==> config.mk <==
export PLATFORM = sky130hd
export DESIGN_NAME = uart_idle_timeout_frame_fifo_core
export DESIGN_NICKNAME = d
export VERILOG_FILES = /design/src/rtl/uitf_pkg.sv /design/src/rtl/uitf_ram.sv /design/src/rtl/uart_idle_timeout_frame_fifo_core.sv
export VERILOG_INCLUDE_DIRS = /design/src /design/src/rtl
export SDC_FILE = /design/constraint.sdc
export NUM_CORES = 2
export LEC_CHECK = 0
export BUFFER_PORTS_ARGS = -buffer_cell sky130_fd_sc_hd__buf_4
export CAP_MARGIN = 0
export CORE_MARGIN = 5
export CORE_UTILIZATION = 45
export CTS_BUF_LIST = sky130_fd_sc_hd__clkbuf_4
export CTS_CLUSTER_SIZE = 40
export DETAILED_ROUTE_END_ITERATION = 8
export PLACE_DENSITY_LB_ADDON = 0.25
export SLEW_MARGIN = 5
export SYNTH_ARGS = -nofsm -noshare
export SYNTH_HDL_FRONTEND = slang
export SYNTH_SLANG_ARGS = --single-unit
==> constraint.sdc <==
create_clock -name clock -period 4.5 [get_ports clock]
set_input_delay 0.675 -clock clock [delete_from_list [all_inputs] [get_ports clock]]
set_output_delay 0.675 -clock clock [all_outputs]
set_load 0.01 [all_outputs]
==> src/rtl/assert_macros.svh <==
// assertion macros shared by the frame ring rtl
// no dependencies; included by files that carry concurrent checks
`ifndef ASSERT_MACROS_SVH
`define ASSERT_MACROS_SVH

// property that holds on every edge outside reset
`define UITF_ASSERT(lbl, clk, rst, prop, msg) \
   lbl: assert property (@(posedge clk) disable iff (rst) (prop)) else $error(msg);

// condition on one edge implies a second condition on the next edge
`define UITF_ASSERT_NEXT(lbl, clk, rst, cond, nxt, msg) \
   lbl: assert property (@(posedge clk) disable iff (rst) (cond) |=> (nxt)) else $error(msg);

`endif

==> src/rtl/uitf_pkg.sv <==
// types and fixed constants of the uart idle-timeout frame ring
// no dependencies; imported by the top level
`timescale 1ns / 1ps

package uitf_pkg;

   localparam int OP_W       = 2;
   localparam int BYTE_W     = 8;
   localparam int CNT_W      = 16;
   localparam int KIND_W     = 2;
   localparam int RING_W     = 2;
   localparam int RSP_DATA_W = 48;

   localparam logic [CNT_W-1:0] IDLE_LIMIT_RESET = 16'd5;

   typedef enum logic [OP_W-1:0] {
      OP_BYTE  = 2'd0,
      OP_TICK  = 2'd1,
      OP_DRAIN = 2'd2,
      OP_DONE  = 2'd3
   } uitf_op_type;

   typedef enum logic [KIND_W-1:0] {
      KIND_STATUS = 2'd0,
      KIND_BYTE   = 2'd1,
      KIND_EMPTY  = 2'd2
   } uitf_kind_type;

   typedef enum logic [RING_W-1:0] {
      RING_EMPTY = 2'd0,
      RING_SOME  = 2'd1,
      RING_FULL  = 2'd2
   } uitf_ring_type;

   typedef enum logic [1:0] {
      ST_IDLE  = 2'd0,
      ST_EXEC  = 2'd1,
      ST_DRAIN = 2'd2
   } uitf_state_type;

endpackage

==> src/rtl/uitf_ram.sv <==
// generic single-write, single-read ram with registered read data
// no dependencies; used for frame bytes and frame lengths
`timescale 1ns / 1ps

module uitf_ram #(
   parameter int WIDTH = 8,
   parameter int DEPTH = 16
) (
   input  logic                     clock,
   input  logic                     wr_en,
   input  logic [$clog2(DEPTH)-1:0] wr_addr,
   input  logic [WIDTH-1:0]         wr_data,
   input  logic                     rd_en,
   input  logic [$clog2(DEPTH)-1:0] rd_addr,
   output logic [WIDTH-1:0]         rd_data
);

   logic [WIDTH-1:0] mem [DEPTH];
   logic [WIDTH-1:0] rd_data_ff;

   // write port and registered read port
   always_ff @(posedge clock) begin
      if (wr_en) begin
         mem[wr_addr] <= wr_data;
      end
      if (rd_en) begin
         rd_data_ff <= mem[rd_addr];
      end
   end

   assign rd_data = rd_data_ff;

endmodule

==> src/rtl/uart_idle_timeout_frame_fifo_core.sv <==
// top level of the uart idle-timeout frame ring
// depends on uitf_pkg, uitf_ram and assert_macros.svh
`timescale 1ns / 1ps

// Usage
// req channel: tuser carries the op (byte received, time tick, drain one
// frame, transmit done), tdata carries the received byte. rsp channel: one
// status transfer for byte, tick and transmit done; a drain gives the frame
// bytes in order with tlast on the final one, or one empty-marker transfer.
// Every rsp transfer carries the ring status as it stands after the item.
// csr port writes the idle limit (ticks after the last byte before an open
// frame closes); write it only while the block is idle.
// Steps: taking an item reads the frame length memory at the write slot
// (read slot for a drain); executing it updates the state and loads the
// output register once that is free. A drain then streams the frame bytes
// from the frame memory through its registered read, one byte per cycle
// while the receiver takes them. One item is in work at a time; the next is
// taken once the last result is loaded and the output register is free or being read.
// Reset clears all control state at once: frame length entries are covered by
// one valid bit per slot, so there is no clearing pass; frame bytes are
// undefined until written. A stalled receiver holds the output register and
// the sequencer waits; nothing is dropped.

module uart_idle_timeout_frame_fifo_core
   import uitf_pkg::*;
#(
   parameter int FRAME_SLOTS = 8,
   parameter int FRAME_BYTES = 20
) (
   input  logic                  clock,
   input  logic                  reset,
   // request channel
   input  logic                  req_tvalid,
   output logic                  req_tready,
   input  logic [BYTE_W-1:0]     req_tdata,   // [7:0] rx_byte
   input  logic [OP_W-1:0]       req_tuser,   // [1:0] op
   // response channel
   output logic                  rsp_tvalid,
   input  logic                  rsp_tready,
   output logic [RSP_DATA_W-1:0] rsp_tdata,   // [7:0] data_byte, [8] notify_sender,
                                              // [10:9] ring_state, [11] rx_stopped_flag,
                                              // [27:12] overflow_count,
                                              // [43:28] drained_empty_count, [47:44] zero
   output logic [KIND_W-1:0]     rsp_tuser,   // [1:0] kind
   output logic                  rsp_tlast,   // last_byte
   // configuration
   input  logic                  csr_wr_en,
   input  logic [CNT_W-1:0]      csr_wr_data
);

`include "assert_macros.svh"

   localparam int SLOT_W = $clog2(FRAME_SLOTS);
   localparam int LEN_W  = $clog2(FRAME_BYTES + 1);
   localparam int DEPTH  = FRAME_SLOTS * FRAME_BYTES;
   localparam int ADDR_W = $clog2(DEPTH);

   localparam logic [SLOT_W-1:0] LAST_SLOT = SLOT_W'(FRAME_SLOTS - 1);
   localparam logic [LEN_W-1:0]  BYTES_L   = LEN_W'(FRAME_BYTES);
   localparam logic [LEN_W:0]    BYTES_X   = (LEN_W + 1)'(FRAME_BYTES);
   localparam logic [ADDR_W-1:0] BYTES_A   = ADDR_W'(FRAME_BYTES);

   // sequencer and item registers
   uitf_state_type    state_ff, state_in;
   uitf_op_type       op_ff, op_in;
   logic [BYTE_W-1:0] byte_ff, byte_in;
   logic [SLOT_W-1:0] slot_ff, slot_in;

   // ring control state
   logic [SLOT_W-1:0]      ws_ff, ws_in;
   logic [SLOT_W-1:0]      rs_ff, rs_in;
   uitf_ring_type          ring_ff, ring_in;
   logic                   halted_ff, halted_in;
   logic                   busy_ff, busy_in;
   logic                   armed_ff, armed_in;
   logic [CNT_W-1:0]       ticks_ff, ticks_in;
   logic [CNT_W-1:0]       full_cnt_ff, full_cnt_in;
   logic [CNT_W-1:0]       empty_cnt_ff, empty_cnt_in;
   logic [CNT_W-1:0]       limit_ff;
   logic [FRAME_SLOTS-1:0] len_valid_ff, len_valid_in;

   // drain streaming
   logic [LEN_W-1:0]  drain_len_ff, drain_len_in;
   logic [ADDR_W-1:0] base_ff, base_in;
   logic [LEN_W-1:0]  rd_cnt_ff, rd_cnt_in;
   logic [LEN_W-1:0]  emit_cnt_ff, emit_cnt_in;
   logic              pend_ff, pend_in;

   // output register
   logic              rsp_valid_ff;
   uitf_kind_type     rsp_kind_ff;
   logic [BYTE_W-1:0] rsp_data_ff;
   logic              rsp_last_ff;
   logic              rsp_note_ff;
   uitf_ring_type     rsp_ring_ff;
   logic              rsp_halt_ff;
   logic [CNT_W-1:0]  rsp_full_ff;
   logic [CNT_W-1:0]  rsp_empty_ff;

   logic              out_free;
   logic              out_load;
   uitf_kind_type     out_kind;
   logic [BYTE_W-1:0] out_data;
   logic              out_last;
   logic              out_note;

   // memory ports
   logic              len_rd_en;
   logic [SLOT_W-1:0] len_rd_addr;
   logic [LEN_W-1:0]  len_rdata;
   logic              len_wr_en;
   logic [LEN_W-1:0]  len_wdata;
   logic              st_wr_en;
   logic [ADDR_W-1:0] st_wr_addr;
   logic              st_rd_en;
   logic [ADDR_W-1:0] st_rd_addr;
   logic [BYTE_W-1:0] st_rdata;

   uitf_ram #(
      .WIDTH (LEN_W),
      .DEPTH (FRAME_SLOTS)
   ) u_len_ram (
      .clock   (clock),
      .wr_en   (len_wr_en),
      .wr_addr (slot_ff),
      .wr_data (len_wdata),
      .rd_en   (len_rd_en),
      .rd_addr (len_rd_addr),
      .rd_data (len_rdata)
   );

   uitf_ram #(
      .WIDTH (BYTE_W),
      .DEPTH (DEPTH)
   ) u_store_ram (
      .clock   (clock),
      .wr_en   (st_wr_en),
      .wr_addr (st_wr_addr),
      .wr_data (byte_ff),
      .rd_en   (st_rd_en),
      .rd_addr (st_rd_addr),
      .rd_data (st_rdata)
   );

   assign out_free = !rsp_valid_ff || rsp_tready;

   // next state, memory accesses and result selection
   always_comb begin
      logic [LEN_W-1:0]  len_cur;
      logic [LEN_W-1:0]  len_clip;
      logic [LEN_W:0]    len_inc;
      logic [ADDR_W-1:0] base_w;
      logic [SLOT_W-1:0] ws_nx;
      logic [SLOT_W-1:0] rs_nx;
      logic              do_close;
      logic              move;
      logic              issue;

      state_in     = state_ff;
      op_in        = op_ff;
      byte_in      = byte_ff;
      slot_in      = slot_ff;
      ws_in        = ws_ff;
      rs_in        = rs_ff;
      ring_in      = ring_ff;
      halted_in    = halted_ff;
      busy_in      = busy_ff;
      armed_in     = armed_ff;
      ticks_in     = ticks_ff;
      full_cnt_in  = full_cnt_ff;
      empty_cnt_in = empty_cnt_ff;
      len_valid_in = len_valid_ff;
      drain_len_in = drain_len_ff;
      base_in      = base_ff;
      rd_cnt_in    = rd_cnt_ff;
      emit_cnt_in  = emit_cnt_ff;
      pend_in      = pend_ff;

      req_tready  = 1'b0;
      len_rd_en   = 1'b0;
      len_rd_addr = ws_ff;
      len_wr_en   = 1'b0;
      st_wr_en    = 1'b0;
      st_rd_en    = 1'b0;
      st_rd_addr  = base_ff + ADDR_W'(rd_cnt_ff);

      out_load = 1'b0;
      out_kind = KIND_STATUS;
      out_data = '0;
      out_last = 1'b1;
      out_note = 1'b0;

      len_cur    = len_valid_ff[slot_ff] ? len_rdata : '0;
      len_clip   = (len_cur > BYTES_L) ? BYTES_L : len_cur;
      len_inc    = {1'b0, len_cur} + 1'b1;
      len_wdata  = len_inc[LEN_W-1:0];
      base_w     = ADDR_W'(slot_ff) * BYTES_A;
      st_wr_addr = base_w + ADDR_W'(len_cur);
      ws_nx      = (ws_ff == LAST_SLOT) ? '0 : ws_ff + 1'b1;
      rs_nx      = (rs_ff == LAST_SLOT) ? '0 : rs_ff + 1'b1;
      do_close   = 1'b0;
      move       = 1'b0;
      issue      = 1'b0;

      unique case (state_ff)
         // take an item and read the length of the slot it touches
         ST_IDLE: begin
            req_tready = out_free;
            if (req_tvalid && out_free) begin
               op_in       = uitf_op_type'(req_tuser);
               byte_in     = req_tdata;
               len_rd_en   = 1'b1;
               len_rd_addr = (uitf_op_type'(req_tuser) == OP_DRAIN) ? rs_ff : ws_ff;
               slot_in     = len_rd_addr;
               state_in    = ST_EXEC;
            end
         end

         // length is in hand: update the ring and load the result, or start streaming a drained frame
         ST_EXEC: begin
            if (out_free) begin
               state_in = ST_IDLE;
               unique case (op_ff)
                  OP_BYTE: begin
                     out_load = 1'b1;
                     if (!halted_ff) begin
                        st_wr_en                = (len_cur < BYTES_L);
                        len_wr_en               = 1'b1;
                        len_valid_in[slot_ff]   = 1'b1;
                        do_close                = (len_inc >= BYTES_X);
                     end
                  end
                  OP_TICK: begin
                     out_load = 1'b1;
                     if (armed_ff) begin
                        ticks_in = (ticks_ff == '1) ? ticks_ff : ticks_ff + 1'b1;
                        if (ticks_in >= limit_ff) begin
                           armed_in = 1'b0;
                           do_close = (len_cur != '0) && !halted_ff;
                        end
                     end
                  end
                  OP_DRAIN: begin
                     if (ring_ff == RING_EMPTY) begin
                        out_load = 1'b1;
                        out_kind = KIND_EMPTY;
                     end else begin
                        // advance the read slot now; results report the final state
                        if (rs_nx == ws_ff) begin
                           ring_in      = RING_EMPTY;
                           empty_cnt_in = empty_cnt_ff + 1'b1;
                           rs_in        = rs_nx;
                           if (halted_ff) begin
                              ws_in           = '0;
                              rs_in           = '0;
                              busy_in         = 1'b0;
                              halted_in       = 1'b0;
                              armed_in        = 1'b0;
                              ticks_in        = '0;
                              len_valid_in[0] = 1'b0;
                           end
                        end else begin
                           ring_in = RING_SOME;
                           rs_in   = rs_nx;
                        end
                        if (len_clip == '0) begin
                           out_load = 1'b1;
                        end else begin
                           drain_len_in = len_clip;
                           base_in      = base_w;
                           rd_cnt_in    = '0;
                           emit_cnt_in  = '0;
                           pend_in      = 1'b0;
                           state_in     = ST_DRAIN;
                        end
                     end
                  end
                  OP_DONE: begin
                     out_load = 1'b1;
                     busy_in  = 1'b0;
                  end
               endcase

               // close the open frame and step the write slot
               if (do_close) begin
                  ws_in = ws_nx;
                  if (ws_nx == rs_ff) begin
                     full_cnt_in = full_cnt_ff + 1'b1;
                     ring_in     = RING_FULL;
                     halted_in   = 1'b1;
                  end else begin
                     ring_in             = RING_SOME;
                     len_valid_in[ws_nx] = 1'b0;
                  end
                  if (!busy_ff) begin
                     busy_in  = 1'b1;
                     out_note = 1'b1;
                  end
               end

               // an accepted byte rearms the idle timer unless the ring filled
               if (op_ff == OP_BYTE && !halted_ff) begin
                  armed_in = !halted_in;
                  if (!halted_in) begin
                     ticks_in = '0;
                  end
               end
            end
         end

         // stream the frame bytes from the store
         ST_DRAIN: begin
            move  = pend_ff && out_free;
            issue = (rd_cnt_ff < drain_len_ff) && (!pend_ff || move);
            if (move) begin
               out_load    = 1'b1;
               out_kind    = KIND_BYTE;
               out_data    = st_rdata;
               out_last    = (emit_cnt_ff + 1'b1 == drain_len_ff);
               emit_cnt_in = emit_cnt_ff + 1'b1;
               if (out_last) begin
                  state_in = ST_IDLE;
               end
            end
            if (issue) begin
               st_rd_en  = 1'b1;
               rd_cnt_in = rd_cnt_ff + 1'b1;
            end
            pend_in = issue ? 1'b1 : (move ? 1'b0 : pend_ff);
         end

         default: begin
            state_in = ST_IDLE;
         end
      endcase
   end

   // control registers
   always_ff @(posedge clock) begin
      if (reset) begin
         state_ff     <= ST_IDLE;
         ws_ff        <= '0;
         rs_ff        <= '0;
         ring_ff      <= RING_EMPTY;
         halted_ff    <= 1'b0;
         busy_ff      <= 1'b0;
         armed_ff     <= 1'b0;
         ticks_ff     <= '0;
         full_cnt_ff  <= '0;
         empty_cnt_ff <= '0;
         limit_ff     <= IDLE_LIMIT_RESET;
         len_valid_ff <= '0;
         pend_ff      <= 1'b0;
         rd_cnt_ff    <= '0;
         emit_cnt_ff  <= '0;
         rsp_valid_ff <= 1'b0;
      end else begin
         state_ff     <= state_in;
         ws_ff        <= ws_in;
         rs_ff        <= rs_in;
         ring_ff      <= ring_in;
         halted_ff    <= halted_in;
         busy_ff      <= busy_in;
         armed_ff     <= armed_in;
         ticks_ff     <= ticks_in;
         full_cnt_ff  <= full_cnt_in;
         empty_cnt_ff <= empty_cnt_in;
         len_valid_ff <= len_valid_in;
         pend_ff      <= pend_in;
         rd_cnt_ff    <= rd_cnt_in;
         emit_cnt_ff  <= emit_cnt_in;
         if (csr_wr_en) begin
            limit_ff <= csr_wr_data;
         end
         if (out_load) begin
            rsp_valid_ff <= 1'b1;
         end else if (rsp_tready) begin
            rsp_valid_ff <= 1'b0;
         end
      end
   end

   // payload registers
   always_ff @(posedge clock) begin
      op_ff        <= op_in;
      byte_ff      <= byte_in;
      slot_ff      <= slot_in;
      drain_len_ff <= drain_len_in;
      base_ff      <= base_in;
      if (out_load) begin
         rsp_kind_ff  <= out_kind;
         rsp_data_ff  <= out_data;
         rsp_last_ff  <= out_last;
         rsp_note_ff  <= out_note;
         rsp_ring_ff  <= ring_in;
         rsp_halt_ff  <= halted_in;
         rsp_full_ff  <= full_cnt_in;
         rsp_empty_ff <= empty_cnt_in;
      end
   end

   // response ports
   assign rsp_tvalid = rsp_valid_ff;
   assign rsp_tuser  = rsp_kind_ff;
   assign rsp_tlast  = rsp_last_ff;
   assign rsp_tdata  = {4'b0000, rsp_empty_ff, rsp_full_ff, rsp_halt_ff, rsp_ring_ff,
                        rsp_note_ff, rsp_data_ff};

   // checks
   `UITF_ASSERT(a_full_is_halted, clock, reset, (ring_ff == RING_FULL) |-> halted_ff, "full ring while reception runs")
   `UITF_ASSERT(a_halted_not_empty, clock, reset, !(halted_ff && (ring_ff == RING_EMPTY)), "halted ring left empty")
   `UITF_ASSERT(a_drain_counts, clock, reset, (state_ff == ST_DRAIN) |-> (rd_cnt_ff == emit_cnt_ff + LEN_W'(pend_ff)), "drain read and emit counts out of step")
   `UITF_ASSERT_NEXT(a_accept_exec, clock, reset, req_tvalid && req_tready, state_ff == ST_EXEC, "accepted item not executed next cycle")

endmodule
==> results.tsv <==
stage	metric	value	unit
detailed_routing	drt_iter0_drc	2713	
final_layout	layout.nets	3759	
power_and_ir_drop	p_per_area	385	mW/mm^2
synthesis	synth_edf_count	1404	
power_and_ir_drop	power.leakage	22.8	nW
final_layout	final_cell_mix	1404 x edfxtp_1, 534 x clkbuf_4, 404 x mux4_2	
power_and_ir_drop	seq_power_share	57.3	%
detailed_routing	antenna_left	0	
floorplanning	chipHeight	375	um
final_layout	regArea	0.0441	mm^2
synthesis	synth-seq-cells	1501	
detailed_routing	totalWireLength	144	mm
global_route	grtUsageTotal	20.5	%
power_and_ir_drop	vdd_drop_max	164	uV
floorplanning	core_area	0.133	mm^2
worst_setup_path	path_max_fanout	11	
outcome	outcome	completed	
floorplanning	dieArea	0.141	mm^2
worst_setup_path	critPathLaunchType	flop	
synthesis	avgSynthCellArea	19.8	um^2
sta	hold_ws	0.205	ns
power_and_ir_drop	total_power	26.8	mW
final_layout	multi_input_area	0.0152	mm^2
detailed_routing	wl_per_cell	25.2	um
floorplanning	die_w	375	um
placement	hpwl	88.1	mm
placement	gp_congestion	0.813	
synthesis	synth_warnings	0	
clocking	clockBufferDepth	4	
detailed_routing	via_per_inst	5.60	
sta	maxSlewHeadroom	15.1	%
power_and_ir_drop	netSwitchingFraction	21.1	%
power_and_ir_drop	p_sw	5.66	mW
sta	period_needed	4.24	ns
sta	max_freq	0.236	GHz
sta	drv_slew	0	
floorplanning	num_io_pins	84	
final_layout	layout_commonest_cell	edfxtp_1	
synthesis	synth_area	0.0601	mm^2
clocking	cts_tree	built	
detailed_routing	num_vias	32000	
worst_setup_path	worst-setup-path-type	reg -> reg	
sta	finalSetupViolations	0	
worst_setup_path	cp-end-kind	flop	
synthesis	ys_async_sr_fraction	0	%
floorplanning	rows	134	
global_route	grt_max_degree	161	
sta	tns	0	ns
global_route	grt_first_pass_wirelength	216	mm
worst_hold_path	holdCritPathClass	in -> reg	
final_layout	area_growth	16.0	%
global_route	antenna_found_initial	2	
global_route	grt-ovfl-total	0	
clocking	clock-sinks	1501	
placement	port_buffers	79	
sta	timing.final.crit_share	94.3	%
final_layout	nFillCells	10600	
synthesis	ys.flop_type	edfxtp_1	
clocking	clk-insertion-delay-late	1.26	ns
sta	hold_viol	0	
worst_setup_path	required	5.38	ns
detailed_routing	drc_errors	0	
sta	rsz0062_at_grt	no	
detailed_routing	dr.pass1.iters	5	
sta	worst_slew_pin_slew	1.27	ns
global_route	grt_pass1_vias	33800	
final_layout	drive_gt1_share	34.7	%
synthesis	syn_inst	3035	
final_layout	final_core_util	52.4	%
floorplanning	start_util	45.2	%
clocking	htree_levels	5	
power_and_ir_drop	p_comb_share	2.2	%
job	drv_cap	0	
synthesis	yosysSeqAreaShare	73.4	%
synthesis	synth_cell_types	81	
clocking	cts.clk_slew.worst_paths	0.07	ns
sta	worst_clock_skew	0.100	ns
clocking	cts_inserted_buffers	383	
worst_setup_path	arrival	5.13	ns
power_and_ir_drop	p_clk_share	40.5	%
clocking	clock-root-buffer	clkbuf_4	
power_and_ir_drop	p_int	21.2	mW
==> power by group through the flow <==
stage               registers [mW]  logic, mW  clock network, mW
global placement              15.7      0.533                  0
global route                  15.3      0.650               12.0
detailed placement            15.7      0.559                  0
floorplan                     15.8      0.174                  0
finish                        15.4      0.602               10.9
CTS                           15.4      0.606               11.2
==> registers in the layout, indices dropped and copies added, names as in the netlist, 5 cells and up <==
signal / count
full_cnt_ff: 16
rsp_empty_ff: 16
drain_len_ff: 5
u_len_ram.mem: 40
base_ff: 6
u_len_ram.rd_data: 5
ticks_ff: 16
u_store_ram.rd_data: 8
rd_cnt_ff: 5
byte_ff: 8
len_valid_ff: 8
u_store_ram.mem: 1280
rsp_full_ff: 16
empty_cnt_ff: 16
rsp_data_ff: 8
emit_cnt_ff: 5
limit_ff: 16
==> cell type report <==
type | instances | area share [%]
diodes | 5 | 0.0179
clock inverters | 105 | 0.745
clock buffers | 534 | 5.75
repair buffers | 407 | 5.05
multi-input cells | 1344 | 21.8
flip-flops and latches | 1501 | 63.3
inverters | 39 | 0.210
well taps | 1768 | 3.17
==> per-stage QoR <==
stage | cell area (um^2) | setup WS [ns] | instances
3_5_place_dp | 64500 | -0.0738 | 4998
2_1_floorplan | 60100 | 0.312 | 3038
3_3_place_gp | 64500 | 0.00460 | 4998
5_1_grt | 69700 | 0.0639 | 5699
4_1_cts | 69700 | 0.122 | 5698
6_report | 69700 | 0.255 | 5703
==> worst paths after layout <==
check | startpoint | endpoint | slack [ns] | cells after the start
max | slot_ff[1]$_DFFE_PP_ | u_store_ram.mem[145][5]$_DFFE_PP_ | 0.26 | 14
min | req_tdata[4] | byte_ff[4]$_DFFE_PP_ | 0.21 | 2
max reg2reg | slot_ff[1]$_DFFE_PP_ | u_store_ram.mem[145][5]$_DFFE_PP_ | 0.26 | 14
min reg2reg | busy_ff$_SDFFE_PP0P_ | busy_ff$_SDFFE_PP0P_ | 0.47 | 2
==> cells in the mapped netlist, types with 13 or more instances <==
library cell	number	area (um^2)
edfxtp_1	1404	42200
mux4_2	404	9100
nor2_1	248	931
dfxtp_1	97	1940
nand2_1	90	338
clkbuf_1	70	263
and2_1	52	325
ha_1	50	626
a21oi_1	44	220
mux2i_1	43	430
nand3_1	43	215
buf_2	42	210
xnor2_1	41	359
inv_1	39	146
xor2_1	30	263
nand4_1	29	181
nor3_1	25	125
o21ai_0	24	120
buf_4	21	158
a22o_1	20	175
nor2b_1	20	125
buf_1	15	56.3
mux2_2	13	146
==> logic make-up (layout without fill, tap and decap cells) <==
family / Yosys count / count (layout) / share of synthesized area, %
AOI/OAI and AO/OA: 184 / 184 / 2.15
xor gates and xnor gates: 71 / 71 / 1.03
adders and majority gates: 52 / 52 / 1.11
buffers and inverters: 193 / 1085 / 1.49
DFF: 1501 / 1501 / 73.4
muxes: 462 / 462 / 16.2
other: 1 / 9 / 0.00624
and+or+nand+nor: 571 / 571 / 4.68
==> worst max-delay path: stages (launching register included) <==
cell and delay (ns):
edfxtp_1 0.50, mux4_2 0.54, nor2b_4 0.14, a21oi_2 0.24, nor2b_1 0.15, ha_1 0.24, fa_1 0.47, a21oi_1 0.19
nor2b_1 0.07, xnor2_1 0.23, and2_1 0.19, nand2_1 0.38, buf_4 0.32, nor2_1 0.08, buf_4 0.20
==> timing repair <==
item,in CTS,in global routing
endpoints found under the hold margin,52,0
buffers inserted,0,0
hold buffers,61,0
pin swaps,0,0
setup endpoints to repair,10,9
resized for setup,2,3
==> routing by layer <==
| metal | track usage [%] | part of all wire (%) |
|---|---|---|
| met5 | 0 | 0 |
| met4 | 6.67 | 2.4 |
| met3 | 4.38 | 6.8 |
| met2 | 33.9 | 50 |
| met1 | 27.4 | 41 |
No activity file was read; power rests on OpenSTA's default activity.
